[src/ssdc_pkg.sv]
// Shared types and constants for the seven-segment digit classifier.
// Holds the pixel and result word structs, segment codes and digit patterns.
// No dependencies.
`timescale 1ns / 1ps

package ssdc_pkg;

    localparam int DIM_W           = 9;
    localparam int PIXEL_W         = 8;
    localparam int DIGIT_W         = 4;
    localparam int SEG_N           = 7;
    localparam int NUM_DIGITS      = 10;
    localparam int DEFAULT_MAX_DIM = 256;

    localparam logic [PIXEL_W-1:0] LIT_VALUE = 8'd255;

    // Floor of v/3 for v below 512 is (v * 171) >> 9.
    localparam int              THIRD_W     = 8;
    localparam logic [THIRD_W-1:0] THIRD_MULT = 8'd171;
    localparam int              THIRD_SHIFT = 9;

    localparam logic [SEG_N-1:0] SEG_A = 7'h01;
    localparam logic [SEG_N-1:0] SEG_B = 7'h02;
    localparam logic [SEG_N-1:0] SEG_C = 7'h04;
    localparam logic [SEG_N-1:0] SEG_D = 7'h08;
    localparam logic [SEG_N-1:0] SEG_E = 7'h10;
    localparam logic [SEG_N-1:0] SEG_F = 7'h20;
    localparam logic [SEG_N-1:0] SEG_G = 7'h40;

    localparam logic [DIGIT_W-1:0] DIGIT_ONE  = 4'd1;
    localparam logic [DIGIT_W-1:0] DIGIT_NONE = 4'd0;

    typedef struct packed {
        logic [DIM_W-1:0]   region_width;
        logic [DIM_W-1:0]   region_height;
        logic [PIXEL_W-1:0] pixel_value;
    } pixel_word_t;

    typedef struct packed {
        logic [DIGIT_W-1:0] digit;
        logic               recognized;
        logic [SEG_N-1:0]   segment_flags;
    } result_word_t;

    // Segment pattern of each digit; the entry for one is never matched.
    function automatic logic [SEG_N-1:0] digit_pattern(input logic [DIGIT_W-1:0] d);
        logic [SEG_N-1:0] p;
        case (d)
            4'd0:    p = 7'h3F;
            4'd2:    p = 7'h5B;
            4'd3:    p = 7'h4F;
            4'd4:    p = 7'h66;
            4'd5:    p = 7'h6D;
            4'd6:    p = 7'h7D;
            4'd7:    p = 7'h07;
            4'd8:    p = 7'h7F;
            4'd9:    p = 7'h6F;
            default: p = 7'h00;
        endcase
        return p;
    endfunction

endpackage

[src/ssdc_decode.sv]
// Maps the segment flags of a finished region to a digit.
// Depends on ssdc_pkg for the result word and the digit patterns.
`timescale 1ns / 1ps

module ssdc_decode
    import ssdc_pkg::*;
(
    input  logic [SEG_N-1:0] flags,
    input  logic             tall,
    output result_word_t     result
);

    always_comb
    begin
        result.digit         = DIGIT_NONE;
        result.recognized    = 1'b0;
        result.segment_flags = flags;
        if (tall)
        begin
            result.digit      = DIGIT_ONE;
            result.recognized = 1'b1;
        end
        else
        begin
            // Patterns are distinct, so at most one entry matches.
            for (int k = 0; k < NUM_DIGITS; k++)
            begin
                if (DIGIT_W'(k) != DIGIT_ONE && digit_pattern(DIGIT_W'(k)) == flags)
                begin
                    result.digit      = DIGIT_W'(k);
                    result.recognized = 1'b1;
                end
            end
        end
    end

endmodule

[src/seven_segment_digit_classifier.sv]
// Top level of the seven-segment digit classifier.
// Depends on ssdc_pkg and ssdc_decode.
`timescale 1ns / 1ps

// Usage:
// The pixel channel (pixel_valid, pixel_stall, pixel) takes one word per pixel of a
// binarized digit region in raster order; each word carries the region's width and
// height. Row and column counters track the position and lit pixels on the crossing
// lines set segment flags.
// The result channel (result_valid, result_stall, result) gives one word for the last
// pixel of each region: the digit, a recognized bit and the segment flags seen.
// Pixels that are not the last of a region give no result.
// A pixel taken is registered in the input register; once it is the last of its region
// and the result register is free, its result is loaded there and result_valid rises.
// Throughput: one pixel per cycle when not stalled. The result register is freed in
// the same cycle it is taken, so one-pixel regions also run at one word per cycle.
// When result_stall holds a result, pixels keep flowing until a region's last pixel
// reaches the input register; then pixel_stall rises until the result is taken.
// Reset clears both valid flags, the counters and the segment flags.
module seven_segment_digit_classifier
    import ssdc_pkg::*;
#(
    parameter int MAX_DIM = DEFAULT_MAX_DIM
)
(
    input  logic         clk,
    input  logic         rst_n,
    input  logic         pixel_valid,
    output logic         pixel_stall,
    input  pixel_word_t  pixel,
    output logic         result_valid,
    input  logic         result_stall,
    output result_word_t result
);

    localparam int CNT_W = $clog2(MAX_DIM);
    localparam int CMP_W = ((CNT_W > DIM_W) ? CNT_W : DIM_W) + 1;

    logic             in_valid_reg, in_valid_next;
    pixel_word_t      in_word_reg;
    logic [CNT_W-1:0] col_reg, col_next;
    logic [CNT_W-1:0] row_reg, row_next;
    logic [SEG_N-1:0] seen_reg, seen_next;
    logic             out_valid_reg, out_valid_next;
    result_word_t     out_word_reg;

    logic [DIM_W-1:0]         w, h;
    logic [DIM_W-2:0]         half;
    logic [DIM_W+THIRD_W-1:0] third_prod;
    logic [THIRD_W-1:0]       third;
    logic [CMP_W-1:0]         col_x, row_x, w_x, h_x, half_x, third_x, two_third_x;
    logic [DIM_W+1:0]         w3;
    logic [CNT_W:0]           row_inc;
    logic                     lit, row_end, is_last, tall;
    logic                     out_free, advance, accept;
    logic [SEG_N-1:0]         hits;
    result_word_t             decoded;

    // Size clamp: zero counts as one, anything above MAX_DIM as MAX_DIM.
    always_comb
    begin
        w = in_word_reg.region_width;
        h = in_word_reg.region_height;
        if (w == '0)
            w = DIM_W'(1);
        else if (32'(w) > MAX_DIM)
            w = DIM_W'(MAX_DIM);
        if (h == '0)
            h = DIM_W'(1);
        else if (32'(h) > MAX_DIM)
            h = DIM_W'(MAX_DIM);
    end

    assign half        = w[DIM_W-1:1];
    assign third_prod  = (DIM_W+THIRD_W)'(h) * (DIM_W+THIRD_W)'(THIRD_MULT);
    assign third       = third_prod[THIRD_SHIFT+THIRD_W-1:THIRD_SHIFT];
    assign col_x       = CMP_W'(col_reg);
    assign row_x       = CMP_W'(row_reg);
    assign w_x         = CMP_W'(w);
    assign h_x         = CMP_W'(h);
    assign half_x      = CMP_W'(half);
    assign third_x     = CMP_W'(third);
    assign two_third_x = CMP_W'({third, 1'b0});
    assign w3          = (DIM_W+2)'(w) + (DIM_W+2)'({w, 1'b0});
    assign tall        = w3 < (DIM_W+2)'(h);
    assign lit         = in_word_reg.pixel_value == LIT_VALUE;
    assign row_end     = col_x >= (w_x - CMP_W'(1));
    assign is_last     = row_end && (row_x >= (h_x - CMP_W'(1)));

    always_comb
    begin
        hits = '0;
        if (lit)
        begin
            if (col_x == half_x)
            begin
                if (row_x < third_x)
                    hits = hits | SEG_A;
                else if (row_x < two_third_x)
                    hits = hits | SEG_G;
                else
                    hits = hits | SEG_D;
            end
            if (row_x == third_x)
                hits = hits | ((col_x < half_x) ? SEG_F : SEG_B);
            if (row_x == two_third_x)
                hits = hits | ((col_x < half_x) ? SEG_E : SEG_C);
        end
    end

    ssdc_decode u_decode
    (
        .flags  (seen_reg | hits),
        .tall   (tall),
        .result (decoded)
    );

    // A pixel that ends no region can move on even while a result is held.
    assign out_free    = !out_valid_reg || !result_stall;
    assign advance     = in_valid_reg && (!is_last || out_free);
    assign pixel_stall = in_valid_reg && !advance;
    assign accept      = pixel_valid && !pixel_stall;
    assign row_inc     = (CNT_W+1)'(row_reg) + (CNT_W+1)'(1);

    always_comb
    begin
        in_valid_next  = in_valid_reg;
        col_next       = col_reg;
        row_next       = row_reg;
        seen_next      = seen_reg;
        out_valid_next = out_valid_reg && result_stall;
        if (advance)
            in_valid_next = 1'b0;
        if (accept)
            in_valid_next = 1'b1;
        if (advance)
        begin
            if (is_last)
            begin
                col_next       = '0;
                row_next       = '0;
                seen_next      = '0;
                out_valid_next = 1'b1;
            end
            else
            begin
                seen_next = seen_reg | hits;
                if (row_end)
                begin
                    col_next = '0;
                    if (row_inc < (CNT_W+1)'(MAX_DIM))
                        row_next = row_inc[CNT_W-1:0];
                end
                else
                begin
                    col_next = col_reg + CNT_W'(1);
                end
            end
        end
    end

    always_ff @(posedge clk or negedge rst_n)
    begin
        if (!rst_n)
        begin
            in_valid_reg  <= 1'b0;
            col_reg       <= '0;
            row_reg       <= '0;
            seen_reg      <= '0;
            out_valid_reg <= 1'b0;
        end
        else
        begin
            in_valid_reg  <= in_valid_next;
            col_reg       <= col_next;
            row_reg       <= row_next;
            seen_reg      <= seen_next;
            out_valid_reg <= out_valid_next;
        end
    end

    always_ff @(posedge clk)
    begin
        if (accept)
            in_word_reg <= pixel;
        if (advance && is_last)
            out_word_reg <= decoded;
    end

    assign result_valid = out_valid_reg;
    assign result       = out_word_reg;

`ifndef SYNTHESIS
    a_stall_needs_word: assert property (@(posedge clk) disable iff (!rst_n)
        pixel_stall |-> in_valid_reg)
        else $error("pixel_stall raised with an empty input register");

    a_result_from_last: assert property (@(posedge clk) disable iff (!rst_n)
        $rose(result_valid) |-> $past(advance && is_last))
        else $error("result appeared without a region's last pixel");

    a_clear_after_region: assert property (@(posedge clk) disable iff (!rst_n)
        advance && is_last |=> col_reg == '0 && row_reg == '0 && seen_reg == '0)
        else $error("counters or flags not cleared after a region");

    a_unrecognized_zero: assert property (@(posedge clk) disable iff (!rst_n)
        result_valid && !result.recognized |-> result.digit == DIGIT_NONE)
        else $error("digit nonzero on an unrecognized region");
`endif

endmodule

[config.mk]
export PLATFORM = sky130hd
export DESIGN_NAME = seven_segment_digit_classifier
export DESIGN_NICKNAME = d
export VERILOG_FILES = /design/src/ssdc_pkg.sv /design/src/ssdc_decode.sv /design/src/seven_segment_digit_classifier.sv
export SDC_FILE = /design/constraint.sdc
export NUM_CORES = 1
export LEC_CHECK = 0
export BUFFER_PORTS_ARGS = -buffer_cell sky130_fd_sc_hd__buf_2
export CAP_MARGIN = 5
export CORE_UTILIZATION = 44
export CTS_BUF_LIST = sky130_fd_sc_hd__clkbuf_4
export DETAILED_ROUTE_END_ITERATION = 16
export PLACE_DENSITY = 0.71
export SLEW_MARGIN = 20
export SYNTH_ARGS = -nofsm -noshare
export SYNTH_HDL_FRONTEND = slang
export SYNTH_HIERARCHICAL = 1
export SYNTH_SLANG_ARGS = --single-unit
[constraint.sdc]
create_clock -name clk -period 7.1 [get_ports clk]
set_input_delay 0.355 -clock clk [delete_from_list [all_inputs] [get_ports clk]]
set_output_delay 0.355 -clock clk [all_outputs]
set_load 0.005 [all_outputs]
Yosys cells after proc, flatten, opt, wreduce, memory -nomap -nowiden
Cells that the tools add are included.
{"block": "op_classes", "n_eq_ne": 13, "n_lt_le_gt_ge": 9, "addsub": 5, "multipliers": 1, "n_mux": 42, "reduce_logical": 22, "bitwise": 3}
{"cell": "2-to-1 mux 7 bit", "count": 18}
{"cell": "== test 7 bit", "count": 9}
{"cell": "2-to-1 mux 5 bit", "count": 8}
{"cell": "2-to-1 mux 8 bit", "count": 5}
{"cell": "2-to-1 mux 9 bit", "count": 4}
{"cell": "greater-or-equal comparator 8 x 10 -> 1 bit", "count": 2}
{"cell": "subtractor 9 x 1 -> 10 bit (second input constant)", "count": 2}
{"cell": "> comparator 9 bit (second input constant)", "count": 2}
{"cell": "zero test 9 bit", "count": 2}
{"cell": "multiplier 9 x 8 -> 17 bit (second input constant)", "count": 1}
{"cell": "== test 8 bit", "count": 2}
{"cell": "less-than comparator 8 bit", "count": 2}
{"cell": "adder 9 x 10 -> 11 bit", "count": 1}
{"cell": "less-than comparator 11 x 9 -> 1 bit", "count": 1}
{"cell": "adder 8 x 1 -> 9 bit (second input constant)", "count": 1}
{"cell": "== test 8 x 9 -> 1 bit", "count": 1}
{"cell": "less-than comparator 8 x 9 -> 1 bit", "count": 1}
{"cell": "less-than comparator 9 bit (second input constant)", "count": 1}
{"cell": "OR reduction 9 bit", "count": 1}
{"cell": "adder 8 x 1 -> 8 bit (second input constant)", "count": 1}
{"cell": "== test 8 bit (second input constant)", "count": 1}
{"cell": "OR 7 x 5 -> 7 bit", "count": 1}
{"cell": "OR 7 x 6 -> 7 bit", "count": 1}
{"cell": "OR 7 bit", "count": 1}
{"cell": "10 further kinds", "count": 26}
{"block": "word_totals", "input_bits": 30, "out_inout_bits": 14, "word_cells": 108, "register_bits": 63}

Longest topological paths before layout
{"block": "depth", "word_depth": 26, "ltp_mapped": 29, "mapped_depth_nobuf": 28}

By module
The synthesis kept the hierarchy.
{"module": "seven_segment_digit_classifier", "cells_each": 595, "instances": 1, "area_each_um2": 5947.0}
{"module": "ssdc_decode", "cells_each": 39, "instances": 1, "area_each_um2": 261.5}

Least setup slack after synthesis
OpenSTA, ideal clock, no wires.
{"block": "synth_path", "path_type": "reg2reg", "from": "reg in_word_reg[16] in the netlist's numbering", "to": "reg out_word_reg, in the netlist result[8], data pin", "setup_ns": 0.256, "path_buffers": 0, "synth_period_minus_slack_ns": 6.710, "setup_slack_ns": 0.390, "stages_incl_launch_ff": 28, "arrival_time_ns": 6.454, "path_cell_list": "edfxtp_1 -> nor2_2 -> a32o_1 -> ha_1 -> inv_1 -> fa_1 -> inv_1 -> fa_1 -> fa_1 -> ha_1 -> nand3_1 -> a211oi_1 -> nor3_1 -> nor2b_1 -> nor2_1 -> xor2_1 -> ha_1 -> o21ai_0 -> nand2b_1 -> a21oi_1 -> maj3_2 -> a2111oi_4 -> a211oi_2 -> o31ai_1 -> nor3_1 -> a21oi_1 -> o21ai_0 -> a41o_1"}
{"block": "synth_between", "elab_chain_cells": 23}
{"element": "start: declaration", "line_no": "seven_segment_digit_classifier.sv:40", "source": "pixel_word_t in_word_reg;"}
{"element": "start signal: assignment", "line_no": "seven_segment_digit_classifier.sv:185", "source": "in_word_reg <= pixel;"}
{"element": "> comparator 9 bit", "line_no": "seven_segment_digit_classifier.sv:70", "source": "else if (32'(h) > MAX_DIM)"}
{"element": "2-to-1 mux 9 bit", "line_no": "seven_segment_digit_classifier.sv:70"}
{"element": "2-to-1 mux 9 bit *", "line_no": "seven_segment_digit_classifier.sv:68", "source": "if (h == '0)"}
{"element": "multiplier 9 x 8 -> 17 bit", "line_no": "seven_segment_digit_classifier.sv:75", "source": "assign third_prod = (DIM_W+THIRD_W)'(h) * (DIM_W+THIRD_W)'(THIRD_MULT);"}
{"element": "less-than comparator 8 x 9 -> 1 bit", "line_no": "seven_segment_digit_classifier.sv:99", "source": "else if (row_x < two_third_x)"}
{"element": "2-to-1 mux 7 bit", "line_no": "seven_segment_digit_classifier.sv:99"}
{"element": "2-to-1 mux 7 bit", "line_no": "seven_segment_digit_classifier.sv:97", "source": "if (row_x < third_x)"}
{"element": "2-to-1 mux 7 bit", "line_no": "seven_segment_digit_classifier.sv:95", "source": "if (col_x == half_x)"}
{"element": "[2 not listed]"}
{"element": "2-to-1 mux 7 bit", "line_no": "seven_segment_digit_classifier.sv:104", "source": "if (row_x == third_x)"}
{"element": "2-to-1 mux 7 bit", "line_no": "seven_segment_digit_classifier.sv:93", "source": "if (lit)"}
{"element": "OR 7 x 5 -> 7 bit", "line_no": "seven_segment_digit_classifier.sv:107", "source": "hits = hits | ((col_x < half_x) ? SEG_E : SEG_C);"}
{"element": "2-to-1 mux 7 bit", "line_no": "seven_segment_digit_classifier.sv:106", "source": "if (row_x == two_third_x)"}
{"element": "2-to-1 mux 7 bit", "line_no": "seven_segment_digit_classifier.sv:93"}
{"element": "OR 7 bit", "line_no": "seven_segment_digit_classifier.sv:113", "source": ".flags (seen_reg | hits),"}
{"element": "== test 7 bit", "line_no": "ssdc_decode.sv:28", "source": "if (DIGIT_W'(k) != DIGIT_ONE && digit_pattern(DIGIT_W'(k)) == flags)"}
{"element": "2-to-1 mux 5 bit (6 in series)", "line_no": "ssdc_decode.sv:28"}
{"element": "end signal: assignment", "line_no": "seven_segment_digit_classifier.sv:187", "source": "out_word_reg <= decoded;"}
{"element": "end: declaration", "line_no": "seven_segment_digit_classifier.sv:45", "source": "result_word_t out_word_reg;"}
Mark *: on every way between the ends. The rest lies on a longest branch, timed or not. The select of a mux whose other input is x is not followed.
A chain may end at the register's enable or synchronous reset.

Final worst setup path
{"block": "layout_path", "from": "reg in_word_reg[10] in the netlist's numbering", "to": "reg out_word_reg, in the netlist result[10], data pin"}
{"block": "layout_between", "elab_chain_cells": 21}
{"element": "> comparator 9 bit", "line_no": "seven_segment_digit_classifier.sv:70"}
{"element": "2-to-1 mux 9 bit", "line_no": "seven_segment_digit_classifier.sv:70"}
{"element": "2-to-1 mux 9 bit *", "line_no": "seven_segment_digit_classifier.sv:68"}
{"element": "multiplier 9 x 8 -> 17 bit", "line_no": "seven_segment_digit_classifier.sv:75"}
{"element": "less-than comparator 8 x 9 -> 1 bit", "line_no": "seven_segment_digit_classifier.sv:99"}
{"element": "2-to-1 mux 7 bit", "line_no": "seven_segment_digit_classifier.sv:99"}
{"element": "2-to-1 mux 7 bit", "line_no": "seven_segment_digit_classifier.sv:97"}
{"element": "2-to-1 mux 7 bit", "line_no": "seven_segment_digit_classifier.sv:95"}
{"element": "[2 not listed]"}
{"element": "2-to-1 mux 7 bit", "line_no": "seven_segment_digit_classifier.sv:104"}
{"element": "2-to-1 mux 7 bit", "line_no": "seven_segment_digit_classifier.sv:93"}
{"element": "OR 7 x 5 -> 7 bit", "line_no": "seven_segment_digit_classifier.sv:107"}
{"element": "2-to-1 mux 7 bit", "line_no": "seven_segment_digit_classifier.sv:106"}
{"element": "2-to-1 mux 7 bit", "line_no": "seven_segment_digit_classifier.sv:93"}
{"element": "OR 7 bit", "line_no": "seven_segment_digit_classifier.sv:113"}
{"element": "== test 7 bit", "line_no": "ssdc_decode.sv:28"}
{"element": "2-to-1 mux 5 bit (4 in series)", "line_no": "ssdc_decode.sv:28"}
Marks and branches as above.

==> impl_metrics.tcl <==
set metrics [dict create \
    status "finished clean" \
    period_minus_slack_ns 6.798 \
    core_mm2 0.01383 \
    end_kind "register" \
    syn_avg_cell_area_um2 9.793 \
    design_area_mm2 0.006887 \
    dpl-instance-area_mm2 0.006631 \
    n_fill_cell 1251 \
    worstMarginPinSlew_ns 0.8493 \
    die-area_mm2 0.01459 \
    drt_pass1_iterations 5 \
    cpPeakStageDelay_ns 0.54 \
    portBuffers 43 \
    synth_enable_flop_cells 38 \
    h-tree-depth 3 \
    syn_area_mm2 0.006208 \
    cts_sinks 63 \
    p_leak_nw 3.309 \
    synth_async_sr_flop_share_pct 39.68 \
    fin_skew_ns 0.01955 \
    worstPathRequired_ns 7.38 \
    dp_hpwl_um 10820 \
    cp_slowest_cell "fa_1" \
    yosysTopAreaCell "ha_1" \
    cts_buffer_depth 2 \
    finalSetupViolCount 0 \
    antennaDiodeCount 0 \
    nets 848 \
    whs_ns 0.1121 \
    drv_cap 0 \
    crit_buf_inv 2 \
    clk_latency_ns 0.42 \
    track_usage_pct 19.22 \
    power_mw 1.463 \
    io_pins 44 \
    cpLargestDelayFamily "adder cells" \
    initial_core_util_pct 44.90 \
    setup_tns_ns 0 \
    worstPathMaxFanout 7 \
    hp-class "input port to register" \
    ys_types 76 \
    wl_per_cell_um 15.20 \
    grt.overflow.total 0 \
    final_hold_viol_count 0 \
    cts-root-buf "clkbuf_4" \
    cts_tree "built" \
    fmax_mhz 147.1 \
    synthTopCellsByArea "ha_1, edfxtp_1, dfrtp_1" \
    synth_warnings 6 \
    area_delta_synth_final_pct 10.92 \
    critPathLaunchType "register" \
    fin_crit_sh_pct 95.75 \
    cts.clk_slew.worst_paths_ns 0.11 \
    antenna_found_initial 0 \
    grt_pass1_vias 4874 \
    worstPathArrival_ns 7.08 \
    placementRows 43 \
    fp.dieH_um 120.8 \
    worst_slack_ns 0.3015 \
    largest_register_ffs 26 \
    slew_viol_final 0 \
    post-place-ws_ns 0.09780 \
    vias 4822 \
    gp_congestion 0.9019 \
    drt_iter0_drc 221 \
    drc 0 \
    drive_gt1_share_pct 16.12 \
    synth_flop_cell "edfxtp_1" \
    synth-seq-cells 63 \
    numCtsBuffers 9 \
    power.density_mw_per_mm2 212.4 \
    slew_headroom_pct 42.78 \
    crit_type "register to register" \
    vdd_drop_max_uv 145.5 \
    synth_cells 634 \
    wl_um 13300 \
    die_w_um 120.8 \
    seq_area_frac_synth_pct 28.46 \
    grt_max_degree 27 \
    grt_pass1_wl_um 22220 \
    viasPerCell 5.511 \
    ant_nets 0 \
    synth_top_area_share_pct 22.57 \
]
[worst register-to-register path, delay by kind of cell, from the launching register on]
family          cells  cell delay [ns]
fa+ha+maj           7             2.43
compound gates      9             2.06
simple gates        8             1.41
xor+xnor            1             0.23
flops               1             0.43
buf+inv             2             0.12
[routing by layer]
metal  up-vias  part of all wire, %  track usage (%)
li1       2406                    -                -
met1      2268                   45            24.04
met2       130                   49            33.48
met3        18                  4.4            3.679
met4         0                  1.8            5.633
met5         -                    0                0
[path summary, 6_finish.rpt]
check	to	from	slack, ns	cells past startpoint
max	result[10]	in_word_reg[10]	0.30	27
min in group asynchronous	seen_reg[0]	rst_n	0.47	2
max reg2reg	result[10]	in_word_reg[10]	0.30	27
min reg2reg	seen_reg[3]	seen_reg[3]	0.50	2
max in group asynchronous	result_valid	rst_n	6.25	2
min	in_word_reg[4]	pixel[4]	0.11	1
[area by class of cell]
cell class / count / area, um^2 / share of cell area [%]
well taps: 180 / 225.2 / 3.270
multi-input cells: 485 / 4172 / 60.57
flip-flops and latches: 63 / 1767 / 25.65
inverters: 72 / 270.3 / 3.924
clock buffers: 9 / 67.56 / 0.9811
repair buffers: 59 / 337.8 / 4.906
clock inverters: 7 / 47.55 / 0.6904
[per-stage QoR]
step                      std cells  utilization (%)
after floorplan                 635                -
after global routing            875            49.81
after detailed placement        854            47.96
after CTS                       871            48.86
final                           875            49.81
after global placement          854            47.96
[cell families after synthesis]
family,after synthesis,share of synthesized area (%)
and+or+nand+nor,164,13.46
DFF,63,28.46
buffers and inverters,87,6.026
xor gates and xnor gates,32,4.978
other,1,0.06040
adders and majority gates,129,27.91
muxes,7,1.129
AOI/OAI and AO/OA,151,17.98
[cells in the mapped netlist, drive strengths merged (3+ instances only)]
cell / count
xnor2: 22
nand2b: 5
a21o: 10
mux2i: 7
edfxtp: 38
nor4: 4
xor2: 8
o21ai: 24
fa: 16
o22ai: 3
and2: 4
nor2b: 11
inv: 72
a311oi: 4
o211a: 5
nand3: 24
nor2: 22
o31ai: 10
o21a: 10
or3: 3
a2111oi: 4
nand3b: 3
or2: 3
a21oi: 37
buf: 12
and3: 6
ha: 112
a211oi: 7
nand4: 12
nand2: 48
nor3: 12
a211o: 3
dfrtp: 25
a31oi: 6
o211ai: 6
clkbuf: 3
o21bai: 4
[layout by cell type, fill, tap and decap left out, types with 12 or more instances in the layout]
cell type / netlist / final
ha_1: 112 / 110
a21oi_1: 35 / 34
fa_1: 16 / 16
dfrtp_1: 25 / 25
nor2_1: 21 / 21
buf_4: 8 / 15
xnor2_1: 22 / 22
buf_2: 2 / 43
nand2_1: 48 / 46
o21ai_0: 21 / 20
nand3_1: 24 / 24
edfxtp_1: 38 / 38
nand4_1: 12 / 12
inv_1: 69 / 66
[what timing repair did]
item,in CTS,in global routing
hold buffers,1,0
setup buffers,0,4
endpoints found under the setup margin,0,5
endpoints found under the hold margin,25,0
resized for setup,0,20
[where the power goes]
group          switching, mW  internal [mW]  total (mW)
logic                  0.419          0.338       0.757
clock network          0.140         0.0720       0.212
registers             0.0641          0.430       0.494
(Power assumes the default switching activity.)
